$ cat src/rtl/core/msw_pkg.sv
// msw_pkg: shared types and constants for the mid/side stereo widener.
// Used by every module under rtl/core; no dependencies.
package msw_pkg;

   // Default sizing
   localparam int DEF_MAX_DELAY   = 512;
   localparam int DEF_SAMPLE_BITS = 24;

   // Register file
   localparam int CSR_INDEX_BITS = 3;
   localparam int CSR_DATA_BITS  = 17;
   localparam int AMT_BITS       = 17;
   localparam int LEN_BITS       = 10;
   localparam int NUM_CSRS       = 5;

   typedef enum logic [CSR_INDEX_BITS-1:0] {
      CSR_WIDTH     = 3'd0,
      CSR_FOCUS     = 3'd1,
      CSR_PHASE_EN  = 3'd2,
      CSR_LEFT_LEN  = 3'd3,
      CSR_RIGHT_LEN = 3'd4
   } csr_index_type;

   localparam logic [AMT_BITS-1:0] RST_WIDTH     = 17'd32768;
   localparam logic [AMT_BITS-1:0] RST_FOCUS     = 17'd32768;
   localparam logic [LEN_BITS-1:0] RST_LEFT_LEN  = 10'd48;
   localparam logic [LEN_BITS-1:0] RST_RIGHT_LEN = 10'd72;

   // Fixed-point constants
   localparam int UNIT_ONE        = 65536;   // 1.0 in Q16
   localparam int GAIN_SIDE_FULL  = 262144;  // 2.0 in Q17
   localparam int GAIN_07_Q16     = 45875;   // 0.7 in Q16
   localparam int GAIN_BITS       = 19;      // f2 and g width
   localparam int MUL_B_BITS      = 20;      // shared multiplier B operand
   localparam int GAIN_SHIFT      = 15;
   localparam int MIX_SHIFT       = 18;
   localparam int TAP_SHIFT       = 16;

   // Sequencer to delay line control
   typedef struct packed {
      logic clear;   // restart the clearing sweep and zero the position
      logic rd_en;   // read the word at the current position
      logic wr_en;   // write the new word and advance the position
   } msw_line_ctrl_type;

endpackage

$ cat src/rtl/core/msw_mul.sv
// msw_mul: shared signed multiplier with a registered product.
// Depends on msw_pkg for the default B operand width.
module msw_mul #(
   parameter int A_BITS = 18,
   parameter int B_BITS = msw_pkg::MUL_B_BITS
) (
   input  logic                              clock,
   input  logic                              en,
   input  logic signed [A_BITS-1:0]          a,
   input  logic signed [B_BITS-1:0]          b,
   output logic signed [A_BITS+B_BITS-1:0]   prod
);

   logic signed [A_BITS+B_BITS-1:0] prod_ff;

   always_ff @(posedge clock) begin
      if (en) begin
         prod_ff <= a * b;
      end
   end

   assign prod = prod_ff;

endmodule

$ cat config.mk
export PLATFORM = sky130hd
export DESIGN_NAME = msw_mul
export DESIGN_NICKNAME = d
export VERILOG_FILES = /design/src/rtl/core/msw_pkg.sv /design/src/rtl/core/msw_mul.sv
export SDC_FILE = /design/constraint.sdc
export NUM_CORES = 1
export LEC_CHECK = 0
export CAP_MARGIN = 20
export CORE_ASPECT_RATIO = 1.1
export CORE_MARGIN = 3
export CORE_UTILIZATION = 55
export DETAILED_ROUTE_END_ITERATION = 10
export DONT_BUFFER_PORTS = 1
export HOLD_SLACK_MARGIN = 0.06
export PLACE_DENSITY = 0.67
export SYNTH_ARGS = -nofsm -noshare
export SYNTH_HDL_FRONTEND = slang
export SYNTH_SLANG_ARGS = --single-unit
$ cat constraint.sdc
create_clock -name clock -period 16.2 [get_ports clock]
set_clock_uncertainty 0.05 [all_clocks]
set_input_delay 2.43 -clock clock [delete_from_list [all_inputs] [get_ports clock]]
set_output_delay 2.43 -clock clock [all_outputs]
set_load 0.03 [all_outputs]
Word level (Yosys, flattened, before mapping)

Cells that the tools add are included.

Multiply operators: 1

Operators with widths:

| cell                                           | count |
|---|---|
| 18-bit by 20-bit multiplier with 38-bit output | 1 |

Bits in registers: 38
Logic and storage cells: 2

Longest topological paths before layout

Word-level depth: 1
Depth in mapped cells: 24

Least setup slack after synthesis

OpenSTA, ideal clock, no wires.

Path type: input-to-reg
From: input a[1]
To: register prod_ff[36] (netlist: prod[36]), data pin
Cell stages on the path: 23
Path buffers: 1
Setup slack: 7.915 ns
Arrival: 8.098 ns
Path through: clkbuf_1 -> and2_1 -> fa_1 -> inv_1 -> fa_1 -> inv_1 -> ha_1 -> inv_1 -> fa_1 -> inv_1 -> fa_1 -> inv_1 -> fa_1 -> inv_1 -> ha_1 -> a21oi_1 -> nand2_1 -> a31oi_1 -> or3b_1 -> o21ai_2 -> a31oi_1 -> or4_1 -> nand4_1

Word-level cells in the longest chain between the ends: 1

RTL lines:

| item                                           | line          | RTL |
|---|---|---|
| start: declaration                             | msw_mul.sv:9  | `input logic signed [A_BITS-1:0] a,` |
| 18-bit by 20-bit multiplier with 38-bit output | msw_mul.sv:18 | `prod_ff <= a * b;` |
| end signal: assignment                         | msw_mul.sv:18 |  |
| end: declaration                               | msw_mul.sv:14 | `logic signed [A_BITS+B_BITS-1:0] prod_ff;` |

Every way passes these cells.
A chain may end at the register's enable or synchronous reset.

Worst setup path after layout

From: input b[19]
To: register prod_ff[36] (netlist: prod[36]), data pin

Word-level cells in the longest chain between the ends: 1

RTL lines:

| item                                           | line          | RTL |
|---|---|---|
| start: declaration                             | msw_mul.sv:10 | `input logic signed [B_BITS-1:0] b,` |
| 18-bit by 20-bit multiplier with 38-bit output | msw_mul.sv:18 |  |

Every way passes these cells.

==> flow_metrics.env <==
export IMPL_grt_setup_unrepaired="false"
export IMPL_grt_overflow_total=0
export IMPL_slew_headroom_pct=53.8
export IMPL_tightest_slew_ns=0.687
export IMPL_synth_area_mm2=0.0144
export IMPL_die_area_mm2=0.0281
export IMPL_numPortBuffers=0
export IMPL_critPathBufInv=7
export IMPL_totalWireLength_mm=33.1
export IMPL_synth_cell_types=46
export IMPL_max_stage_delay_ns=0.58
export IMPL_critical_path_slowest_cell="fa_1"
export IMPL_final_hold_violation_count=0
export IMPL_grt_antenna_before_repair=0
export IMPL_grt_usage_pct=24.7
export IMPL_worst_slack_ns=7.93
export IMPL_finalCriticalPeriod_ns=8.27
export IMPL_synth_area_top_cells="fa_1 50%, inv_1 11%, ha_1 8.5%"
export IMPL_die_h_um=175
export IMPL_core_mm2=0.0255
export IMPL_num_io_pins=78
export IMPL_cts_tree="built"
export IMPL_syn2layout_area_growth_pct=2.82
export IMPL_holdCritPathClass="in -> reg"
export IMPL_yosysTopAreaCell="fa_1"
export IMPL_synth_edf_count=38
export IMPL_syn_area_per_cell_um2=9.53
export IMPL_viasPerCell=5.29
export IMPL_cp_end_kind="flip-flop"
export IMPL_layout_cells_non_filler=1803
export IMPL_die_w_um=160
export IMPL_cp_start_kind="primary input"
export IMPL_drtAntennaViolNets=0
export IMPL_wire_per_inst_um=18.4
export IMPL_fmax_mhz=121
export IMPL_drive_above_1_share_pct=0.892
export IMPL_yosysSeqAreaShare_pct=7.95
export IMPL_setup_tns_ns=0
export IMPL_gp_congestion=0.885
export IMPL_syn_num_nets=2004
export IMPL_start_util_pct=56.3
export IMPL_cpMostUsedCell="inv_1"
export IMPL_crit_path_max_fanout=18
export IMPL_dpl_hpwl_mm=27.5
export IMPL_status="finished, final reports clean"
export IMPL_crit_family="adder cells"
export IMPL_grt_pass1_vias=10600
export IMPL_pre_cts_slack_ns=7.65
export IMPL_async_reset_ff_share_pct=0
export IMPL_final_cell_mix="405 x inv_1, 361 x fa_1, 178 x nand2_1"
export IMPL_crit_chain="nand2_1 > inv_1 > fa_1 > inv_1 > fa_1 > inv_1 > ha_1 > inv_1 > fa_1 > inv_1 > fa_1 > inv_1 > fa_1 > inv_1 > ha_1 > a21oi_1 > nand2_1 > a31oi_1 > or3b_1 > o21ai_2 > a31oi_1 > or4_1 > nand4_1"
export IMPL_grt_first_pass_wirelength_mm=54.3
export IMPL_synth_top_cell_area_share_pct=50.3
export IMPL_first_pass_iters=4
export IMPL_cp_arrival_ns=8.37
export IMPL_cts_hold_repair_buffers=0
export IMPL_clock_path_buffers=2
export IMPL_layout_commonest_cell="inv_1"
export IMPL_ys_ff_latch=38
export IMPL_largest_reg_flops=38
export IMPL_cts_sinks=38
export IMPL_placed_cells=1795
export IMPL_post_route_util_pct=57.9
export IMPL_clkTransAtPathRegs_ns=0.06
export IMPL_num_vias=9535
export IMPL_numCtsBuffers=5
export IMPL_worstPathRequired_ns=16.29
export IMPL_drt_drc_violations_left=0
export IMPL_cts_resized_gates=0
export IMPL_post_cts_buffers=0
export IMPL_ys_warn_count=0
export IMPL_num_rows=61
export IMPL_maxCapViolCount=0
export IMPL_h_tree_depth=2
export IMPL_fin_crit_sh_pct=51.1
export IMPL_criticalPathCategory="in -> reg"
export IMPL_synth_cells=1506
export IMPL_slew_violations=0
export IMPL_synth_main_ff_cell="edfxtp_1"
export IMPL_fillers=2300
export IMPL_setup_viol=0
export IMPL_drt_iter0_drc=512
export IMPL_cts_root_buf="clkbuf_16"
export IMPL_diodes=0
export IMPL_grt_max_degree=39
export IMPL_nets=1954
[synth_stat cells (9+ instances only)]
cell type  count
xnor2_1       31
inv_1        405
edfxtp_1      38
xor2_1         9
a21oi_1       25
fa_1         361
ha_1          97
and2_1       174
a21o_1        11
nor2_1        27
nand2_1      178
o21ai_0       14
clkbuf_1      55
[metrics by stage]
stage	hold WS [ns]	cell area, µm²
floorplan	2.49	14400
global placement	2.50	14600
detailed placement	2.50	14600
CTS	2.20	14800
global route	2.20	14800
finish	2.21	14800
[final cells by class]
| class | count | area [µm²] | share of cell area (%) |
|---|---|---|---|
| Multi-Input combinational cell | 1005 | 11500 | 77.7 |
| Inverter | 406 | 1520 | 10.3 |
| Sequential cell | 38 | 1140 | 7.73 |
| Tap cell | 346 | 433 | 2.93 |
| Clock buffer | 5 | 125 | 0.848 |
| Clock inverter | 3 | 68.8 | 0.466 |
[layer usage]
| layer | wire length [µm] | GRT usage [%] | up-vias |
|---|---|---|---|
| met5 | 0 | 0 | - |
| met4 | 1330 | 8.82 | 0 |
| met3 | 1350 | 2.85 | 69 |
| met2 | 18500 | 47.0 | 253 |
| met1 | 11900 | 28.7 | 4948 |
| li1 | - | - | 4265 |
[cell families (layout without fill, tap and decap cells)]
group | Yosys count | count (layout) | synth area share (%)
compound gates | 95 | 95 | 4.35
simple gates | 412 | 412 | 14.3
buf+inv | 463 | 414 | 12.2
fa+ha+maj | 458 | 458 | 58.8
xor+xnor | 40 | 40 | 2.44
flops | 38 | 38 | 7.95
[path summary, 6_finish.rpt]
kind	startpoint	slack [ns]	endpoint	depth (start not counted)
setup / recovery	b[19]	7.93	prod[36]	23
hold / removal	en	2.21	prod[35]	0
Power is not shown: default switching activity piles up to over one toggle a cycle in this logic, so the estimate is an artifact.
